===== config.mk =====
export PLATFORM = sky130hd
export DESIGN_NAME = split_payload_about_equally_core
export DESIGN_NICKNAME = d
export VERILOG_FILES = /design/src/design/sps_pkg.sv /design/src/design/sps_div.sv /design/src/design/sps_datapath.sv /design/src/design/sps_ctrl.sv /design/src/design/split_payload_about_equally_core.sv
export SDC_FILE = /design/constraint.sdc
export NUM_CORES = 1
export LEC_CHECK = 0
export ABC_CLOCK_PERIOD_IN_PS = 26800
export BUFFER_PORTS_ARGS = -buffer_cell sky130_fd_sc_hd__buf_2
export CORE_ASPECT_RATIO = 0.5
export CORE_MARGIN = 3
export CORE_UTILIZATION = 55
export CTS_BUF_LIST = sky130_fd_sc_hd__clkbuf_8
export DETAILED_ROUTE_END_ITERATION = 10
export PLACE_DENSITY = 0.7
export SYNTH_ARGS = -nofsm -noshare
export SYNTH_HDL_FRONTEND = slang
export SYNTH_HIERARCHICAL = 1
export SYNTH_SLANG_ARGS = --single-unit

===== constraint.sdc =====
create_clock -name clk -period 26.8 [get_ports clk]
set_input_delay 4.02 -clock clk [delete_from_list [all_inputs] [get_ports clk]]
set_output_delay 4.02 -clock clk [all_outputs]
set_load 0.02 [all_outputs]

===== src/design/sps_pkg.sv =====
// shared types and constants for the payload splitter
// no dependencies; imported by every module of the block
`default_nettype none
package sps_pkg;

	// field widths
	localparam int LEN_W   = 16;
	localparam int TOT_W   = LEN_W + 1;
	localparam int CFG_IDX_W = 1;

	// default packet count limit
	localparam int MAX_PACKETS = 64;

	// configuration register indexes
	localparam logic [CFG_IDX_W-1:0] CFG_MAX_PAYLOAD    = 1'd0;
	localparam logic [CFG_IDX_W-1:0] CFG_LAST_REDUCTION = 1'd1;

	// configuration reset values
	localparam logic [LEN_W-1:0] MAX_PAYLOAD_RST    = 16'd1200;
	localparam logic [LEN_W-1:0] LAST_REDUCTION_RST = 16'd0;

	// result status codes
	typedef enum logic [1:0] {
		STATUS_OK       = 2'd0,
		STATUS_LIMITS   = 2'd1,
		STATUS_TOO_MANY = 2'd2
	} status_t;

	// controller to datapath commands
	typedef struct packed {
		logic load_in;
		logic div1_start;
		logic take_left;
		logic div2_start;
		logic take_split;
		logic emit;
		logic err_load;
		status_t err_status;
	} sps_cmd_t;

	// datapath to controller status
	typedef struct packed {
		logic limits_bad;
		logic payload_zero;
		logic div_done;
		logic too_many;
		logic step_last;
		logic out_free;
	} sps_stat_t;

endpackage
`default_nettype wire


===== src/design/sps_div.sv =====
// restoring unsigned divider, one quotient bit per cycle
// depends on sps_pkg for the operand width
`default_nettype none
module sps_div (
	input  wire                       clk,
	input  wire                       arst_n,
	input  wire                       start,
	input  wire  [sps_pkg::TOT_W-1:0] dividend,
	input  wire  [sps_pkg::TOT_W-1:0] divisor,
	output logic                      done,
	output logic [sps_pkg::TOT_W-1:0] quotient,
	output logic [sps_pkg::TOT_W-1:0] remainder
);
	import sps_pkg::*;

	localparam int CNT_W = $clog2(TOT_W + 1);

	logic [CNT_W-1:0] cnt_q;
	logic             done_q;
	logic [TOT_W-1:0] quo_q;
	logic [TOT_W-1:0] rem_q;
	logic [TOT_W-1:0] dvs_q;
	logic [TOT_W:0]   shifted;
	logic [TOT_W:0]   diff;
	logic             ge;

	// one trial subtraction
	always_comb begin
		shifted = {rem_q, quo_q[TOT_W-1]};
		diff    = shifted - {1'b0, dvs_q};
		ge      = (shifted >= {1'b0, dvs_q});
	end

	// step counter and done pulse
	always_ff @(posedge clk or negedge arst_n) begin
		if (!arst_n) begin
			cnt_q  <= '0;
			done_q <= 1'b0;
		end else begin
			done_q <= (cnt_q == CNT_W'(1));
			if (start) begin
				cnt_q <= CNT_W'(TOT_W);
			end else if (cnt_q != '0) begin
				cnt_q <= cnt_q - CNT_W'(1);
			end
		end
	end

	// quotient and partial remainder
	always_ff @(posedge clk) begin
		if (start) begin
			quo_q <= dividend;
			rem_q <= '0;
			dvs_q <= divisor;
		end else if (cnt_q != '0) begin
			quo_q <= {quo_q[TOT_W-2:0], ge};
			rem_q <= ge ? diff[TOT_W-1:0] : shifted[TOT_W-1:0];
		end
	end

	assign done      = done_q;
	assign quotient  = quo_q;
	assign remainder = rem_q;

endmodule
`default_nettype wire


===== src/design/sps_datapath.sv =====
// datapath: config registers, divider, split registers and output register
// depends on sps_pkg and sps_div
`default_nettype none
module sps_datapath #(
	parameter int MaxPackets = sps_pkg::MAX_PACKETS
) (
	input  wire                           clk,
	input  wire                           arst_n,
	input  wire  sps_pkg::sps_cmd_t       cmd,
	output sps_pkg::sps_stat_t            stat,
	input  wire                           cfg_write,
	input  wire  [sps_pkg::CFG_IDX_W-1:0] cfg_index,
	input  wire  [sps_pkg::LEN_W-1:0]     cfg_data,
	input  wire  [sps_pkg::LEN_W-1:0]     frame_len,
	output logic [sps_pkg::LEN_W-1:0]     packet_bytes,
	output logic                          last_packet,
	output logic [1:0]                    status,
	output logic                          out_valid,
	input  wire                           out_ready
);
	import sps_pkg::*;

	localparam int LW = $clog2(MaxPackets + 1);

	logic [LEN_W-1:0] maxp_q;
	logic [LEN_W-1:0] red_q;
	logic [LEN_W-1:0] payload_q;
	logic [TOT_W-1:0] total_q;
	logic [LW-1:0]    left_q;
	logic [LW-1:0]    larger_q;
	logic [TOT_W-1:0] per_q;
	logic [LEN_W-1:0] remaining_q;

	logic             out_valid_q;
	logic [LEN_W-1:0] bytes_q;
	logic             last_q;
	status_t          status_q;

	logic [TOT_W-1:0] div_dividend;
	logic [TOT_W-1:0] div_divisor;
	logic             div_done;
	logic [TOT_W-1:0] div_quo;
	logic [TOT_W-1:0] div_rem;
	logic [TOT_W:0]   left_full;

	logic [TOT_W-1:0] per_eff;
	logic [LEN_W-1:0] cur_clip;
	logic [LEN_W-1:0] cur;
	logic [LEN_W-1:0] rem_next;
	logic [LW-1:0]    left_next;
	logic             out_free;

	// configuration registers
	always_ff @(posedge clk or negedge arst_n) begin
		if (!arst_n) begin
			maxp_q <= MAX_PAYLOAD_RST;
			red_q  <= LAST_REDUCTION_RST;
		end else if (cfg_write) begin
			case (cfg_index)
				CFG_MAX_PAYLOAD:    maxp_q <= cfg_data;
				CFG_LAST_REDUCTION: red_q  <= cfg_data;
				default: ;
			endcase
		end
	end

	// shared divider: total / max first, then total / packet count
	assign div_dividend = total_q;
	assign div_divisor  = cmd.div2_start ? TOT_W'(left_q) : TOT_W'(maxp_q);

	sps_div u_div (
		.clk       (clk),
		.arst_n    (arst_n),
		.start     (cmd.div1_start | cmd.div2_start),
		.dividend  (div_dividend),
		.divisor   (div_divisor),
		.done      (div_done),
		.quotient  (div_quo),
		.remainder (div_rem)
	);

	// rounded-up packet count
	assign left_full = {1'b0, div_quo} + (TOT_W + 1)'(div_rem != '0);

	// one packet step
	always_comb begin
		per_eff   = (left_q == larger_q) ? per_q + TOT_W'(1) : per_q;
		cur_clip  = (per_eff > TOT_W'(remaining_q)) ? remaining_q : per_eff[LEN_W-1:0];
		cur       = ((left_q == LW'(2)) && (cur_clip == remaining_q))
		            ? cur_clip - LEN_W'(1) : cur_clip;
		rem_next  = remaining_q - cur;
		left_next = left_q - LW'(1);
	end

	// split working registers
	always_ff @(posedge clk) begin
		if (cmd.load_in) begin
			payload_q   <= frame_len;
			total_q     <= TOT_W'(frame_len) + TOT_W'(red_q);
			remaining_q <= frame_len;
		end
		if (cmd.take_left) begin
			left_q <= left_full[LW-1:0];
		end
		if (cmd.take_split) begin
			per_q    <= div_quo;
			larger_q <= div_rem[LW-1:0];
		end
		if (cmd.emit) begin
			per_q       <= per_eff;
			remaining_q <= rem_next;
			left_q      <= left_next;
		end
	end

	// output register valid flag
	always_ff @(posedge clk or negedge arst_n) begin
		if (!arst_n) begin
			out_valid_q <= 1'b0;
		end else if (cmd.emit || cmd.err_load) begin
			out_valid_q <= 1'b1;
		end else if (out_ready) begin
			out_valid_q <= 1'b0;
		end
	end

	// output register payload
	always_ff @(posedge clk) begin
		if (cmd.emit) begin
			bytes_q  <= cur;
			last_q   <= (rem_next == '0) || (left_next == '0);
			status_q <= STATUS_OK;
		end else if (cmd.err_load) begin
			bytes_q  <= '0;
			last_q   <= 1'b1;
			status_q <= cmd.err_status;
		end
	end

	assign out_free = !out_valid_q || out_ready;

	// status toward the controller
	always_comb begin
		stat.limits_bad   = (maxp_q <= red_q);
		stat.payload_zero = (payload_q == '0);
		stat.div_done     = div_done;
		stat.too_many     = (left_full > (TOT_W + 1)'(MaxPackets));
		stat.step_last    = (rem_next == '0) || (left_next == '0);
		stat.out_free     = out_free;
	end

	assign packet_bytes = bytes_q;
	assign last_packet  = last_q;
	assign status       = status_q;
	assign out_valid    = out_valid_q;

endmodule
`default_nettype wire


===== src/design/sps_ctrl.sv =====
// controller state machine sequencing check, two divisions, emission and error results
// depends on sps_pkg for command and status structs
`default_nettype none
module sps_ctrl (
	input  wire                clk,
	input  wire                arst_n,
	input  wire                in_valid,
	output logic               in_ready,
	input  wire  sps_pkg::sps_stat_t stat,
	output sps_pkg::sps_cmd_t  cmd
);
	import sps_pkg::*;

	typedef enum logic [7:0] {
		ST_IDLE     = 8'b0000_0001,
		ST_CHECK    = 8'b0000_0010,
		ST_DIV1     = 8'b0000_0100,
		ST_START2   = 8'b0000_1000,
		ST_DIV2     = 8'b0001_0000,
		ST_EMIT     = 8'b0010_0000,
		ST_ERR_LIM  = 8'b0100_0000,
		ST_ERR_MANY = 8'b1000_0000
	} state_t;

	state_t state_q;
	state_t state_d;

	// next state and commands
	always_comb begin
		state_d        = state_q;
		in_ready       = 1'b0;
		cmd            = '0;
		cmd.err_status = STATUS_OK;
		case (state_q)
			ST_IDLE: begin
				in_ready = 1'b1;
				if (in_valid) begin
					cmd.load_in = 1'b1;
					state_d     = ST_CHECK;
				end
			end
			ST_CHECK: begin
				if (stat.limits_bad) begin
					state_d = ST_ERR_LIM;
				end else if (stat.payload_zero) begin
					state_d = ST_IDLE;
				end else begin
					cmd.div1_start = 1'b1;
					state_d        = ST_DIV1;
				end
			end
			ST_DIV1: begin
				if (stat.div_done) begin
					if (stat.too_many) begin
						state_d = ST_ERR_MANY;
					end else begin
						cmd.take_left = 1'b1;
						state_d       = ST_START2;
					end
				end
			end
			ST_START2: begin
				cmd.div2_start = 1'b1;
				state_d        = ST_DIV2;
			end
			ST_DIV2: begin
				if (stat.div_done) begin
					cmd.take_split = 1'b1;
					state_d        = ST_EMIT;
				end
			end
			ST_EMIT: begin
				if (stat.out_free) begin
					cmd.emit = 1'b1;
					if (stat.step_last) begin
						state_d = ST_IDLE;
					end
				end
			end
			ST_ERR_LIM: begin
				cmd.err_status = STATUS_LIMITS;
				if (stat.out_free) begin
					cmd.err_load = 1'b1;
					state_d      = ST_IDLE;
				end
			end
			ST_ERR_MANY: begin
				cmd.err_status = STATUS_TOO_MANY;
				if (stat.out_free) begin
					cmd.err_load = 1'b1;
					state_d      = ST_IDLE;
				end
			end
			default: begin
				state_d = ST_IDLE;
			end
		endcase
	end

	// state register
	always_ff @(posedge clk or negedge arst_n) begin
		if (!arst_n) begin
			state_q <= ST_IDLE;
		end else begin
			state_q <= state_d;
		end
	end

endmodule
`default_nettype wire


===== src/design/split_payload_about_equally_core.sv =====
// top level of the payload splitter: controller plus datapath
// depends on sps_pkg, sps_ctrl, sps_datapath
//
// channel   direction  payload
// s_axis    in         tdata[15:0] frame_len
// m_axis    out        tdata[15:0] packet_bytes, tlast last_packet, tuser[1:0] status
// cfg       in         cfg_index register index, cfg_data 16-bit value
//
// a frame passes an accept state, a check state, the two 17-step divisions
// through the shared divider and a setup state, then emits one packet per
// cycle while m_axis is not stalled; errors and zero payloads end earlier
// reset restores max_packet_payload 1200 and last_packet_reduction 0
// a stalled m_axis holds the sequencer; a new frame is taken while the final
// result of the previous one still waits in the output register
`default_nettype none
module split_payload_about_equally_core #(
	parameter int MaxPackets = sps_pkg::MAX_PACKETS
) (
	input  wire                           clk,
	input  wire                           arst_n,
	input  wire                           s_axis_tvalid,
	output logic                          s_axis_tready,
	input  wire  [15:0]                   s_axis_tdata,   // [15:0] frame_len
	output logic                          m_axis_tvalid,
	input  wire                           m_axis_tready,
	output logic [15:0]                   m_axis_tdata,   // [15:0] packet_bytes
	output logic                          m_axis_tlast,
	output logic [1:0]                    m_axis_tuser,   // [1:0] status
	input  wire                           cfg_valid,
	output logic                          cfg_ready,
	input  wire  [sps_pkg::CFG_IDX_W-1:0] cfg_index,
	input  wire  [sps_pkg::LEN_W-1:0]     cfg_data
);
	import sps_pkg::*;

	sps_cmd_t  cmd;
	sps_stat_t stat;

	// configuration writes are always taken
	assign cfg_ready = 1'b1;

	sps_ctrl u_ctrl (
		.clk      (clk),
		.arst_n   (arst_n),
		.in_valid (s_axis_tvalid),
		.in_ready (s_axis_tready),
		.stat     (stat),
		.cmd      (cmd)
	);

	sps_datapath #(
		.MaxPackets (MaxPackets)
	) u_dp (
		.clk          (clk),
		.arst_n       (arst_n),
		.cmd          (cmd),
		.stat         (stat),
		.cfg_write    (cfg_valid & cfg_ready),
		.cfg_index    (cfg_index),
		.cfg_data     (cfg_data),
		.frame_len    (s_axis_tdata),
		.packet_bytes (m_axis_tdata),
		.last_packet  (m_axis_tlast),
		.status       (m_axis_tuser),
		.out_valid    (m_axis_tvalid),
		.out_ready    (m_axis_tready)
	);

`ifndef ASSERT_OFF
	// an error result is a single zero-size transfer flagged last
	assert property (@(posedge clk) disable iff (!arst_n)
		(m_axis_tvalid && (m_axis_tuser != STATUS_OK)) |-> (m_axis_tlast && (m_axis_tdata == '0)))
		else $error("error result not a single last zero-size transfer");

	// no new frame is taken while a packet is being produced
	assert property (@(posedge clk) disable iff (!arst_n)
		s_axis_tready |-> !(cmd.emit || cmd.err_load))
		else $error("input ready while producing a result");

	// the divider finishes only while a frame is in progress
	assert property (@(posedge clk) disable iff (!arst_n)
		stat.div_done |-> !s_axis_tready)
		else $error("divider finished while idle");

	// a packet is loaded only when the output register can take it
	assert property (@(posedge clk) disable iff (!arst_n)
		(cmd.emit || cmd.err_load) |-> (!m_axis_tvalid || m_axis_tready))
		else $error("output register overwritten before transfer");
`endif

endmodule
`default_nettype wire

==> impl_results.md <==
* Outcome: completed
* Fin Clk Skew at 0.0187 ns
* Synthesized area at 14100 um^2
* CP arrival at 10.03 ns
* Fmax at 104 MHz
* Crit-path max cell delay at 0.69 ns
* H-tree levels at 4
* Antenna Diode Count at 0
* Routability cong. at 0.930
* Distinct cell type count after synthesis at 113
* Most instantiated library cell after synthesis: edfxtp_1
* Via Count at 11.5k
* Largest net degree at the start of global routing at 70
* Worst slew pin tran at 1.13 ns
* Fin crit share at 36.0%
* Fin nets at 1582
* Sw Share at 42.1%
* Top cell type's share of synthesized area at 27.9%
* Final worst path period need at 9.65 ns
* CTS max path bufs at 2
* Most area-hungry cell type in the Yosys netlist: edfxtp_1
* Net Sw Power at 527 uW
* Final Instance Area at 14900 um^2
* Post-Synthesis Cells at 1438
* Vias in the first global route at 10.9k
* First-pass GRT wire length at 60.9 mm
* Core area at 24600 um^2
* Fillcell total at 2111
* CTS tree: built
* Worst-path clk slew at 0.10 ns
* CTS resizes at 0
* Die area at 27700 um^2
* Worst-path fanout max at 49
* WP data required at 27.18 ns
* Slew Limit Headroom at 24.9%
* Maximum VDD drop at 47.4 uV
* Slew Viols, Final at 0
* Initial drt markers at 1279
* Largest cells by area after synthesis: edfxtp_1 (28%), dfrtp_1 (7.5%), ha_1 (7.2%)
* Final hold vios at 0
* Async SR Flop Fraction at 23.9%
* TNS Setup at 0 ns
* Clk sink count at 197
* Wirelength per Cell at 21.4 um
* Tot Pwr at 1250 uW
* Max stage delay cell, worst path: or4_4
* Post-DP HPWL at 29.8 mm
* Routed vias/inst at 6.34
* Die Ht at 119 um
* RSZ-0062 raised after global routing: no
* DRC at 0
* Max_cap viols at 0
* Starting Density at 57.3%
* Layout cells sized above 1 at 16.0%
* Int Pwr at 725 uW
* Sequential power share at 39.8%
* Post-synth top cells: edfxtp_1 (131), nor2_1 (122), inv_1 (98)
* Worst skew pair latency at 0.50 ns
* Clk root buf: clkbuf_8
* Placed Area at 14500 um^2
* Die width at 232 um
* EDFF count, synth at 131
* Crit end category: flip-flop
* Register area share after synthesis at 39.0%
* Port Buffer Count at 58
* Inserted Clock Buffers at 17
* Grt total ovfl at 0
* Post-CTS setup repair buffer count at 0
* Synth Net Count at 1560
* Clock network power share at 14.3%
* Leak at 0.00589 uW
* Post-Route WL at 38.7 mm
* Synthesis-to-finish area growth at 5.74%
* Rows at 40
* Syn. warnings at 6
* Final setup violation count at 0
* Syn_area_per_cell at 9.79 um^2
* Initial antenna violation count at 3
* Startpoint types: flip-flop
* HP Class: reg -> reg
* GRT Total Usage at 28.4%
* Power Density at 84.1 nW/um^2
* Top-Level Pins at 60
* Synth Flop Type: edfxtp_1
* Critical path class: reg -> reg
* Post-synthesis register bit count at 197
* Comb pwr share at 45.9%
* Post-route ant nets at 0
* Hold-fix buffer count after cts at 0
* First-pass DRT Iterations at 7
-- routing by layer --
layer | global-route usage, % | share of wire [%]
met1 | 42.0 | 47
met2 | 43.6 | 45
met3 | 4.33 | 6.3
met4 | 7.30 | 2.0
met5 | 0 | 0
-- worst max-delay path: cells and delay by family, from the launching register on --
family | cells | cell delay, ns
xor gates and xnor gates | 4 | 1.03
DFF | 1 | 0.50
muxes | 1 | 0.30
AOI/OAI and AO/OA | 9 | 1.38
buffers and inverters | 2 | 0.53
adders and majority gates | 2 | 0.66
and+or+nand+nor | 19 | 5.13
-- through the flow --
step | worst slack [ns] | utilization (%) | instances | hold WS, ns
after CTS | 17.34 | 60.6 | 1809 | 0.516
after global placement | 17.58 | 59.2 | 1777 | 0.469
after detailed placement | 17.41 | 59.2 | 1777 | 0.488
final | 17.15 | 60.6 | 1809 | 0.512
after global routing | 16.50 | 60.6 | 1809 | 0.538
after floorplan | 18.19 | - | 1438 | 0.479
-- power groups by stage --
stage / combinational, uW / sequential (uW) / clock (uW)
global route: 632 / 508 / 197
finish: 574 / 499 / 179
CTS: 566 / 497 / 184
global placement: 550 / 502 / 0
detailed placement: 563 / 504 / 0
floorplan: 455 / 466 / 0
-- registers in the layout, summed over array words and instances, names as in the netlist, 7 cells and up --
name and count:
u_dp/left_q 7, u_dp/remaining_q 16, u_dp/u_div/remainder 17, u_dp/packet_bytes 16, u_dp/per_q 17, u_dp/payload_q 16
u_dp/u_div/dvs_q 17, u_ctrl/state_q 8, u_dp/div_dividend 17, u_dp/red_q 16, u_dp/larger_q 7, u_dp/maxp_q 16
u_dp/u_div/quotient 17
-- cell type report --
cell class	count	area (um^2)	area share, %
multi-input combinational	1076	7900	53.0
sequential	197	5500	36.9
tap	336	420	2.82
inverter	101	379	2.55
timing repair buffer	67	358	2.40
clock buffer	17	234	1.57
clock inverter	15	109	0.731
-- cell usage in the layout, fill, tap and decap left out, drive strengths merged, types with 21 or more instances in the layout --
cell / netlist / final
o21ai: 65 / 65
nand4: 27 / 27
nor4: 30 / 30
ha: 81 / 81
a21oi: 91 / 91
dfrtp: 42 / 42
nor2b: 21 / 21
edfxtp: 131 / 131
buf: 29 / 67
nor2: 123 / 123
nand3: 41 / 41
xnor2: 77 / 77
mux2: 68 / 68
nand2: 91 / 91
inv: 99 / 111
xor2: 24 / 24
nor3: 45 / 45
-- cell families after synthesis --
logic type	share of synthesized area, %
AOI/OAI and AO/OA	15.5
xor gates and xnor gates	7.43
adders and majority gates	7.76
buffers and inverters	4.96
DFF	39.0
muxes	6.39
other	0.0533
and+or+nand+nor	18.9
-- path summary, 6_finish.rpt --
check	start	end	slack (ns)	cells after the start
min in group asynchronous	arst_n	u_dp/red_q[11]$_DFFE_PN0P_	3.73	1
hold / removal	u_dp/status[1]$_SDFFE_PP0P_	u_dp/status[1]$_SDFFE_PP0P_	0.51	2
max in group asynchronous	arst_n	u_ctrl/state_q[5]$_DFFE_PN0P_	22.37	1
setup / recovery	u_dp/left_q[1]$_DFFE_PP_	u_ctrl/state_q[7]$_DFFE_PN0P_	17.15	37
setup reg to reg	u_dp/left_q[1]$_DFFE_PP_	u_ctrl/state_q[7]$_DFFE_PN0P_	17.15	37
hold reg to reg	u_dp/status[1]$_SDFFE_PP0P_	u_dp/status[1]$_SDFFE_PP0P_	0.51	2
(Power assumes the default switching activity.)
